[src/rtmm_pkg.sv]
// Shared types and constants for the range toggle min/max tracker.
// No dependencies; used by rtmm_cell and the top level.
`timescale 1ns / 1ps

package rtmm_pkg;

  localparam int OP_W     = 2;
  localparam int LO_W     = 8;
  localparam int HI_W     = 9;
  localparam int KEY_IN_W = 16;
  localparam int KEY_OUT_W = 16;
  localparam int IDX_OUT_W = 8;

  typedef enum logic [OP_W-1:0] {
    OP_LOAD  = 2'd0,
    OP_ON    = 2'd1,
    OP_OFF   = 2'd2,
    OP_QUERY = 2'd3
  } op_t;

  // One transaction as it travels down the row of cells.
  typedef struct packed {
    logic                valid;
    op_t                 op;
    logic [LO_W-1:0]     lo;
    logic [HI_W-1:0]     hi;
    logic [KEY_IN_W-1:0] key;
  } cmd_t;

endpackage

[src/rtmm_cell.sv]
// One table entry of the tracker: active flag, key, and one pipeline stage
// of the traveling transaction and query accumulator. Depends on rtmm_pkg.
`timescale 1ns / 1ps

module rtmm_cell #(
  parameter int ENTRIES   = 256,
  parameter int KEY_WIDTH = 16,
  parameter int IDX       = 0
) (
  input  logic                         clk,
  input  logic                         rst_n,
  input  logic                         advance,
  input  rtmm_pkg::cmd_t               cmd_i,
  input  logic                         any_i,
  input  logic [KEY_WIDTH-1:0]         min_key_i,
  input  logic [$clog2(ENTRIES)-1:0]   min_idx_i,
  input  logic [KEY_WIDTH-1:0]         max_key_i,
  input  logic [$clog2(ENTRIES)-1:0]   max_idx_i,
  output rtmm_pkg::cmd_t               cmd_o,
  output logic                         any_o,
  output logic [KEY_WIDTH-1:0]         min_key_o,
  output logic [$clog2(ENTRIES)-1:0]   min_idx_o,
  output logic [KEY_WIDTH-1:0]         max_key_o,
  output logic [$clog2(ENTRIES)-1:0]   max_idx_o
);
  import rtmm_pkg::*;

  localparam int IDX_W = $clog2(ENTRIES);
  localparam int CMP_W = (IDX_W + 1 > HI_W) ? IDX_W + 1 : HI_W;
  localparam logic [CMP_W-1:0] MY_CMP = CMP_W'(IDX);
  localparam logic [IDX_W-1:0] MY_IDX = IDX_W'(IDX);

  logic                 valid_r;
  cmd_t                 cmd_r;
  logic                 active_r;
  logic [KEY_WIDTH-1:0] key_r;
  logic                 any_r,     any_nxt;
  logic [KEY_WIDTH-1:0] min_key_r, min_key_nxt;
  logic [IDX_W-1:0]     min_idx_r, min_idx_nxt;
  logic [KEY_WIDTH-1:0] max_key_r, max_key_nxt;
  logic [IDX_W-1:0]     max_idx_r, max_idx_nxt;
  logic                 hit_range;
  logic                 hit_load;

  assign hit_range = (CMP_W'(cmd_i.lo) <= MY_CMP) && (MY_CMP < CMP_W'(cmd_i.hi));
  assign hit_load  = (CMP_W'(cmd_i.lo) == MY_CMP);

  // Fold this entry into the running min/max; strict compares keep the
  // lower index on ties since lower indices pass first.
  always_comb begin
    any_nxt     = any_i;
    min_key_nxt = min_key_i;
    min_idx_nxt = min_idx_i;
    max_key_nxt = max_key_i;
    max_idx_nxt = max_idx_i;
    if (cmd_i.op == OP_QUERY && active_r) begin
      if (!any_i) begin
        any_nxt     = 1'b1;
        min_key_nxt = key_r;
        min_idx_nxt = MY_IDX;
        max_key_nxt = key_r;
        max_idx_nxt = MY_IDX;
      end else begin
        if (key_r < min_key_i) begin
          min_key_nxt = key_r;
          min_idx_nxt = MY_IDX;
        end
        if (key_r > max_key_i) begin
          max_key_nxt = key_r;
          max_idx_nxt = MY_IDX;
        end
      end
    end
  end

  always_ff @(posedge clk) begin
    if (!rst_n) begin
      valid_r  <= 1'b0;
      active_r <= 1'b0;
    end else if (advance) begin
      valid_r <= cmd_i.valid;
      if (cmd_i.valid) begin
        case (cmd_i.op)
          OP_ON:   if (hit_range) active_r <= 1'b1;
          OP_OFF:  if (hit_range) active_r <= 1'b0;
          default: ;
        endcase
      end
    end
  end

  always_ff @(posedge clk) begin
    if (advance) begin
      cmd_r     <= cmd_i;
      any_r     <= any_nxt;
      min_key_r <= min_key_nxt;
      min_idx_r <= min_idx_nxt;
      max_key_r <= max_key_nxt;
      max_idx_r <= max_idx_nxt;
      if (cmd_i.valid && cmd_i.op == OP_LOAD && hit_load) begin
        key_r <= KEY_WIDTH'(cmd_i.key);
      end
    end
  end

  always_comb begin
    cmd_o       = cmd_r;
    cmd_o.valid = valid_r;
  end

  assign any_o     = any_r;
  assign min_key_o = min_key_r;
  assign min_idx_o = min_idx_r;
  assign max_key_o = max_key_r;
  assign max_idx_o = max_idx_r;

endmodule

[config.mk]
export PLATFORM = sky130hd
export DESIGN_NAME = rtmm_cell
export DESIGN_NICKNAME = d
export VERILOG_FILES = /design/src/rtmm_pkg.sv /design/src/rtmm_cell.sv
export SDC_FILE = /design/constraint.sdc
export NUM_CORES = 1
export LEC_CHECK = 0
export BUFFER_PORTS_ARGS = -buffer_cell sky130_fd_sc_hd__buf_2
export CAP_MARGIN = 20
export CORE_MARGIN = 3
export CORE_UTILIZATION = 50
export CTS_CLUSTER_DIAMETER = 200
export DETAILED_ROUTE_END_ITERATION = 7
export PLACE_DENSITY_LB_ADDON = 0.15
export SYNTH_ARGS = -nofsm -noshare
export SYNTH_HDL_FRONTEND = slang
export SYNTH_SLANG_ARGS = --single-unit
[constraint.sdc]
create_clock -name clk -period 3.7 [get_ports clk]
set_input_delay 1.11 -clock clk [delete_from_list [all_inputs] [get_ports clk]]
set_output_delay 1.11 -clock clk [all_outputs]
set_load 0.01 [all_outputs]
; ---- Word-level counts from Yosys, hierarchy flattened
; Index checks and enable logic that the tools add are counted.
[totals]
word_cells = 45
reg_bits = 102
[classes]
reduce_logical = 9
n_lt_le_gt_ge = 4
n_eq_ne = 5
muxes = 15
[ops]
columns = cell, n
row1 = 2-to-1 mux 16 bit, 6
row2 = 2-to-1 mux 8 bit, 6
row3 = > comparator 16 bit, 1
row4 = less-than comparator 16 bit, 1
row5 = less-than comparator 1 x 9 -> 1 bit (first input constant), 1
row6 = <= comparator 8 x 1 -> 1 bit (second input constant), 1
row7 = zero test 8 bit, 1
row8 = AND reduction 5 bit, 1
row9 = == test 2 bit (second input constant), 2
row10 = logical AND 1 bit, 4
row11 = != test 2 bit (second input constant), 2
row12 = == test 2 x 1 -> 1 bit (second input constant), 1
row13 = zero test 2 bit, 1
row14 = 2-to-1 mux 1 bit, 2
row15 = one-hot mux 1 bit (2 select lines), 1
row16 = AND reduction 2 bit, 1
row17 = nonzero test 2 bit, 1

; ---- Depth between registers and ports, before layout
; Gate-level depths: netlist (run 1).
[logic_depth]
depth_word = 4
mapped_depth = 8

; ---- Worst setup path before layout (run 1)
; Ideal clock, no wire load.
[synth_timing]
kind = input-to-reg
start = in max_key_i[14]
end = reg max_key_r[10], in the netlist max_key_o[10] (data pin)
path_slack_ns = 0.584
path_buffers = 1
t_arrival_ns = 2.856
t_required_ns = 3.440
cell_stages = 8
path_cell_list = inv_1 > ha_1 > nand4_1 > nor4_1 > o21ai_0 > a31oi_4 > buf_4 > mux2_2
[synth_between]
elab_chain_len = 4
[synth_rtl]
columns = element, line_no
row1 = "start, declared", rtmm_cell.sv:17  ; input logic [KEY_WIDTH-1:0] max_key_i,
row2 = > comparator 16 bit, rtmm_cell.sv:68  ; if (key_r > max_key_i) begin
row3 = 2-to-1 mux 16 bit, rtmm_cell.sv:68
row4 = 2-to-1 mux 16 bit, rtmm_cell.sv:57  ; if (!any_i) begin
row5 = 2-to-1 mux 16 bit, rtmm_cell.sv:56  ; if (cmd_i.op == OP_QUERY && active_r) begin
row6 = named net max_key_nxt[10], rtmm_cell.sv:40  ; logic [KEY_WIDTH-1:0] max_key_r, max_key_nxt;
row7 = "end signal, assigned", rtmm_cell.sv:98  ; max_key_r <= max_key_nxt;
row8 = "end, declared", rtmm_cell.sv:40
; The timed path passes the listed nets, and every way through them passes these cells.
; A chain may end at the register's enable or synchronous reset.

; ---- Worst setup path in the final report (run 1)
[layout_timing]
start = in max_key_i[14]
end = reg max_key_r[15], in the netlist max_key_o[15] (data pin)
; Same word-level chain as after synthesis.

==> results of run 1 <==
sequential cells by signal, summed over array words and instances, names as in the netlist:
register / cells
valid_r: 1
max_key_o: 16
key_r: 16
active_r: 1
any_o: 1
max_idx_o: 8
min_idx_o: 8
min_key_o: 16
cmd_o: 35
routing by layer:
layer / wire [microns] / part of all wire (%) / GRT usage, % / up-vias
li1: - / - / - / 1769
met1: 4760 / 43 / 26.5 / 1686
met2: 5340 / 48 / 32.5 / 130
met3: 888 / 7.9 / 6.61 / 15
met4: 184 / 1.6 / 7.12 / 2
met5: 12 / 0.11 / 0 / -
power groups by stage:
stage / Sequential [mW] / Combinational, mW / Clock [mW]
after floorplan: 1.42 / 0.0935 / 0
after global placement: 1.38 / 0.279 / 0
after detailed placement: 1.38 / 0.286 / 0
after CTS: 1.36 / 0.287 / 0.685
after global routing: 1.36 / 0.315 / 0.734
final: 1.35 / 0.283 / 0.659
worst min-delay path: cells and delay by family, from the launching register on:
kind	cells	cell delay, ns
DFF	1	0.33
AOI/OAI and AO/OA	2	0.15
area by class of cell:
type / instances / share of cell area, %
inverters: 35 / 2.13
clock buffers: 10 / 2.07
well taps: 129 / 2.62
flip-flops and latches: 102 / 49.4
multi-input cells: 217 / 27.6
repair buffers: 181 / 15.3
clock inverters: 6 / 0.833
stage by stage:
stage | setup slack [ns] | total power, mW | util [%]
floorplan | 0.584 | 1.51 | -
global placement | 0.362 | 1.66 | 63.2
detailed placement | 0.301 | 1.67 | 63.2
CTS | 0.683 | 2.33 | 65.1
global route | 0.429 | 2.41 | 65.1
finish | 0.678 | 2.30 | 65.1
how the worst max path moves through the flow:
stage	cells past startpoint	slack [ns]	to	start
2_1_floorplan	8	0.58	max_key_o[10]	max_key_i[14]
3_3_place_gp	9	0.36	max_key_o[15]	max_key_i[14]
3_5_place_dp	9	0.30	max_key_o[2]	max_key_i[14]
4_1_cts	9	0.68	max_key_o[2]	max_key_i[14]
5_1_grt	9	0.43	max_key_o[15]	max_key_i[14]
6_report	9	0.68	max_key_o[15]	max_key_i[14]
kinds of logic after synthesis:
group	after synthesis
flip-flops	102
AND/OR/NAND/NOR	91
AO/OA/AOI/OAI	74
adder cells (fa/ha/maj)	35
multiplexers	17
buffers and inverters	52
placed cells by master, fill, tap and decap left out, types with 3 or more instances in the layout:
master and count:
buf_2 171, nand4_1 20, mux2_2 16, edfxtp_1 100
o211ai_1 16, nor2b_1 11, nor3b_1 15, nor4_1 4
nand3_1 19, clkbuf_8 9, nor2_1 4, buf_4 9
nand2b_1 3, ha_1 35, a21o_1 3, nand2_1 8
a21boi_0 9, a21oi_1 24, inv_1 35, o21ai_0 8
==> qor.csv, run 1 <==
stage,metric,value,unit
logic_synthesis,"FF+latch count, synth",102,
logic_synthesis,Post-synth top cells,"edfxtp_1, ha_1, inv_1",
logic_synthesis,"Cell Area, Synth",4960,sq um
sta,fin. max-slew vios,0,
clock_network,CTS tree,done,
sta,FMAX,0.331,GHz
clock_network,CTS Hold Bufs,0,
route,drt wl/cell,16.4,microns
grt,largest net degree at the start of global routing,54,
cells_and_area,design area,6160,sq um
worst_setup_path,FF-to-FF path depth,7,
logic_synthesis,Synth cell types,42,
sta,slew of the pin with the lowest slew margin,0.919,ns
grt,initial antenna violation count,1,
cells_and_area,synthesis-to-layout area growth,24.0,%
floorplan,Rows,35,
route,# DRC,0,
placement,Area after DPL,5980,sq um
worst_setup_path,critical path type,primary input to register,
worst_hold_path,Hold EP,active_r,
worst_setup_path,CP Capture Type,register,
logic_synthesis,Synth Area in Adders,8.82,%
clock_network,H-tree levels,3,
pwr,Cell Pwr Density,373,nW/um^2
cells_and_area,non-filler cells in the finished layout,680,
clock_network,Clock Sinks,102,
logic_synthesis,xor/xnor share of the synthesized area,0,%
logic_synthesis,post-synth top area share,60.5,%
sta,RSZ-0062 raised after global routing,no,
logic_synthesis,mux contribution to synthesized area,3.83,%
worst_setup_path,CP bufs+invs,3,
logic_synthesis,post-synthesis sequential area ratio,61.3,%
logic_synthesis,average size of a mapped cell,13.4,sq um
worst_setup_path,CP max stage delay,0.37,ns
placement,Placed Cells,664,
floorplan,initial core utilization,52.5,%
floorplan,num ports,173,
status,outcome,completed,
floorplan,die area,11200,sq um
worst_setup_path,CP required,3.82,ns
route,Initial DRC Count,150,
grt,grt total ovfl,0,
placement,HPWL after DPL,8420,microns
cells_and_area,multi-input logic area,1700,sq um
clock_network,worst skew pair latency,0.37,ns
clock_network,post_cts resized,0,
pwr,Clk pwr share,28.7,%
clock_network,CTS buffer count,9,
worst_setup_path,CP Max Fanout,5,
route,"antenna viol nets, final",0,
logic_synthesis,complex-gate fraction of the synthesized area,10.7,%
sta,Period minus WS final,3.02,ns
pwr,Sw Share,25.1,%
logic_synthesis,Synth Instances,371,
sta,Max transition margin,38.7,%
logic_synthesis,top-count cell post-synth,edfxtp_1,
route,via count,3602,
sta,Tcrit/Tclk final,81.7,%
worst_setup_path,flop-to-flop setup slack,1.02,ns
floorplan,Die Wd,106,microns
logic_synthesis,prevailing post-synth register cell,edfxtp_1,
worst_setup_path,"CP delay by family, top",compound AO/OA/AOI/OAI gates,
floorplan,core area,9460,sq um
clock_network,CTS max path bufs,2,
worst_setup_path,crit path DAT,3.15,ns
pwr,Peak VDD IR,219,uV
clock_network,Worst-path clk slew,0.10,ns
logic_synthesis,syn nets,494,
sta,Hold Worst Slack,0.509,ns
worst_setup_path,R2R Path Start,key_r[13],
cells_and_area,fill count,788,
worst_hold_path,hold_sp,active_r,
clock_network,Root Driver,clkbuf_8,
cells_and_area,nets,669,
grt,GRT Util Overall,20.4,%
sta,"Setup violations, final",0,
pwr,internal cell power,1.72,mW
placement,Routability Congestion,0.807,
route,vias per cell,5.30,
floorplan,Die Ht,106,microns
placement,port bufs,172,
cells_and_area,FF/Latch Area,3040,sq um
grt,vias in the first global route,3615,
clock_network,Post-CTS Setup Bufs,0,
sta,Layout Skew,0.00862,ns
logic_synthesis,cell taking the most area after synthesis,edfxtp_1,
route,Pre-antenna DRT Iters,4,
worst_setup_path,"Max stage delay cell, worst path",nor4_1,
worst_hold_path,hold path cells,2,
route,Routed WL,11200,microns
cells_and_area,layout cells sized above 1,40.3,%
logic_synthesis,Synthesis Warnings,0,
pwr,Logic pwr share,12.3,%
flow_run,Max Cap Violations,0,
logic_synthesis,Post-synth EDFFs,100,
worst_setup_path,reg2reg end,max_key_o[15],
pwr,P_leak,2.62,nW
logic_synthesis,simple-gate area share of the yosys netlist,10.9,%
cells_and_area,Ant. Diodes,0,
logic_synthesis,largest cells by area after synthesis,"edfxtp_1, ha_1, mux2_2",
pwr,sequential power share,59.0,%
sta,setup TNS,0,ns
sta,final hold vios,0,
logic_synthesis,Post-synth ARST share,0,%
worst_setup_path,worst-path cell chain,buf_2 -> inv_1 -> ha_1 -> nand4_1 -> nor4_1 -> o21ai_0 -> a31oi_4 -> buf_4 -> mux2_2,
worst_hold_path,hold crit path type,register to register,
grt,global-route wire length before repair,17900,microns
logic_synthesis,largest family of logic cells by synthesized area,simple AND/OR/NAND/NOR gates,
worst_setup_path,Worst Setup Start Kind,primary input,
pwr,Sw Pwr,577,uW
Power figures use the tool's default switching activity.
==> inputs of run 2 (changes only) <==
--- a/config.mk
+++ b/config.mk
@@ -5,6 +5,7 @@
 export SDC_FILE = /design/constraint.sdc
 export NUM_CORES = 1
 export LEC_CHECK = 0
+export ABC_AREA = 1
 export BUFFER_PORTS_ARGS = -buffer_cell sky130_fd_sc_hd__buf_2
 export CAP_MARGIN = 20
 export CORE_MARGIN = 3
==> constraint.sdc (replaced) <==
create_clock -name clk -period 3 [get_ports clk]
set_input_delay 0.9 -clock clk [delete_from_list [all_inputs] [get_ports clk]]
set_output_delay 0.9 -clock clk [all_outputs]
set_load 0.01 [all_outputs]
==> qor.csv, run 2 <==
stage,metric,value,unit,change
logic_synthesis,Synth Instances,414,,+12%
pwr,Sw Pwr,665,uW,+15%
status,outcome,completed,,
sta,Layout Skew,0.00964,ns,+0.00102 ns
sta,setup TNS,0,ns,unchanged
floorplan,core area,8980,sq um,-5.1%
clock_network,H-tree levels,3,,unchanged
pwr,total chip power,2.93,mW,+27%
placement,HPWL after DPL,7520,microns,-11%
logic_synthesis,top-count cell post-synth,edfxtp_1,,
worst_setup_path,critical path type,primary input to register,,
route,vias per cell,4.71,,-11%
placement,Placed Cells,708,,+6.6%
clock_network,CTS Hold Bufs,0,,unchanged
logic_synthesis,cell taking the most area after synthesis,edfxtp_1,,
placement,Routability Congestion,0.830,,+2.9%
cells_and_area,design area,5970,sq um,-3.1%
clock_network,CTS buffer count,9,,unchanged
floorplan,num ports,173,,unchanged
clock_network,CTS max path bufs,2,,unchanged
logic_synthesis,Post-synth top cells,"edfxtp_1, nand2_1, inv_1",,
worst_setup_path,Crit. Startpoint,min_key_i[5],,
sta,"Setup violations, final",0,,unchanged
logic_synthesis,syn nets,537,,+8.7%
worst_setup_path,CP Capture Type,register,,
worst_hold_path,hold_sp,valid_r,,
clock_network,CTS tree,done,,
cells_and_area,most frequent cells in the layout,"buf_2, edfxtp_1, nand2_1",,
floorplan,Die Wd,103,microns,-2.1%
cells_and_area,layout cells sized above 1,37.4,%,-2.9 points
flow_run,Max Cap Violations,0,,unchanged
route,"antenna viol nets, final",0,,unchanged
clock_network,Root Driver,clkbuf_8,,
logic_synthesis,Synthesis Warnings,0,,unchanged
sta,Final WS setup,0.649,ns,-0.0292 ns
cells_and_area,non-filler cells in the finished layout,723,,+6.3%
route,drt wl/cell,13.8,microns,-16%
cells_and_area,max reg flops,35,,unchanged
worst_setup_path,CP Max Fanout,17,,+12
logic_synthesis,Synth cell types,25,,-40%
pwr,Cell Pwr Density,491,nW/um^2,+31%
grt,GRT Util Overall,18.4,%,-2.1 points
floorplan,initial core utilization,52.8,%,+0.34 points
pwr,Sw Share,22.7,%,-2.4 points
route,Initial DRC Count,172,,+15%
placement,port bufs,172,,unchanged
logic_synthesis,"FF+latch count, synth",102,,unchanged
grt,largest net degree at the start of global routing,86,,+59%
worst_hold_path,hold path cells,2,,unchanged
placement,Area after DPL,5760,sq um,-3.7%
clock_network,worst skew pair latency,0.36,ns,about the same
floorplan,die area,10700,sq um,-4.2%
route,Pre-antenna DRT Iters,4,,unchanged
logic_synthesis,"Cell Area, Synth",4740,sq um,-4.5%
cells_and_area,nets,716,,+7.0%
sta,Max transition margin,66.5,%,+28 points
worst_hold_path,hold crit path type,register to register,,
cells_and_area,"most common cell after layout, fill and taps aside",buf_2,,
worst_setup_path,CP required,3.12,ns,-0.70 ns
route,Routed WL,9940,microns,-11%
pwr,P_leak,2.90,nW,+11%
sta,fin. max-slew vios,0,,unchanged
sta,RSZ-0062 raised after global routing,no,,
pwr,Peak VDD IR,318,uV,+45%
cells_and_area,Ant. Diodes,0,,unchanged
logic_synthesis,Post-synth EDFFs,100,,unchanged
cells_and_area,synthesis-to-layout area growth,25.8,%,
grt,initial antenna violation count,0,,-1
logic_synthesis,post-synthesis sequential area ratio,64.2,%,+2.9 points
worst_setup_path,FF-to-FF path depth,11,,+4
pwr,sequential power share,57.1,%,-1.9 points
route,# DRC,0,,unchanged
worst_setup_path,R2R Path Start,key_r[5],,
clock_network,post_cts resized,0,,unchanged
sta,slew of the pin with the lowest slew margin,0.502,ns,-0.417 ns
sta,final hold vios,0,,unchanged
logic_synthesis,Post-synth ARST share,0,%,unchanged
worst_setup_path,Worst Setup Start Kind,primary input,,
placement,dpl ws,0.312,ns,+0.0110 ns
sta,Hold Worst Slack,0.480,ns,-0.0292 ns
pwr,internal cell power,2.26,mW,+31%
clock_network,Worst-path clk slew,0.10,ns,about the same
floorplan,Die Ht,103,microns,-2.1%
pwr,Logic pwr share,11.3,%,-1.0 points
clock_network,Post-CTS Setup Bufs,0,,unchanged
sta,Period minus WS final,2.35,ns,
grt,global-route wire length before repair,14900,microns,-17%
grt,grt total ovfl,0,,unchanged
logic_synthesis,average size of a mapped cell,11.5,sq um,-14%
logic_synthesis,post-synth top area share,63.3,%,+2.8 points
clock_network,Clock Sinks,102,,unchanged
logic_synthesis,largest cells by area after synthesis,"edfxtp_1, ha_1, nand2_1",,
worst_setup_path,flop-to-flop setup slack,0.80,ns,-0.22 ns
route,via count,3403,,-5.5%
grt,vias in the first global route,3196,,-12%
sta,FMAX,0.425,GHz,
floorplan,Rows,34,,-2.9%
worst_setup_path,crit path DAT,2.48,ns,-0.67 ns
logic_synthesis,prevailing post-synth register cell,edfxtp_1,,
cells_and_area,final core occ,66.5,%,+1.4 points
pwr,Clk pwr share,31.6,%,+2.9 points
sta,Tcrit/Tclk final,78.4,%,
-- run 2: cell count changes after synthesis, moves of 18 or more --
cell / change
nand2_1: +77
nor2_1: +27
inv_1: +24
nand2_2: +22
nand4_1: -19
nand3_1: +18
-- run 2: worst paths after layout --
path	endpoint
worst max-delay path	min_idx_o[2]
worst min-delay path	valid_r
worst max register to register	min_idx_o[2]
worst min register to register	valid_r
-- run 2: power by group through the flow --
stage          clock (mW)  combinational (mW)  sequential, mW
6_report            0.926               0.331            1.67
2_1_floorplan           0               0.105            1.75
3_5_place_dp            0               0.336            1.70
3_3_place_gp            0               0.328            1.70
5_1_grt              1.00               0.372            1.68
4_1_cts             0.950               0.337            1.67
-- run 2: final cells by class --
| type | instances | area, sq um |
|---|---|---|
| Clock buffer | 10 | 128 |
| Clock inverter | 5 | 83.8 |
| Fill cell | 719 | 3010 |
| Inverter | 63 | 236 |
| Multi-Input combinational cell | 241 | 1410 |
| Sequential cell | 102 | 3040 |
| Tap cell | 126 | 158 |
| Timing Repair Buffer | 176 | 906 |
-- run 2: metal layers --
| metal | share of wire [%] | vias to the layer above | GRT usage (%) | wire length, microns |
|---|---|---|---|---|
| li1 | - | 1741 | - | - |
| met3 | 8.0 | 10 | 6.04 | 800 |
| met5 | 0 | - | 0 | 0 |
| met1 | 42 | 1539 | 23.5 | 4160 |
| met4 | 0.84 | 0 | 5.28 | 84 |
| met2 | 49 | 113 | 30.0 | 4900 |
-- run 2: critical path: stages --
cell and delay [ns]:
buf_2 0.09, inv_1 0.04, ha_1 0.29, a21oi_1 0.13, nor2_1 0.06, nor3_1 0.16, nand2_1 0.08, nand2_1 0.08
nand2_2 0.06, nand2_4 0.19, nand2_8 0.15, inv_2 0.17, nor2_1 0.06
-- run 2: cells by family after synthesis --
kind of cell,share of synthesized area (%)
AOI/OAI and AO/OA,2.11
adders and majority gates,9.23
buffers and inverters,6.36
and+or+nand+nor,18.1
DFF,64.2
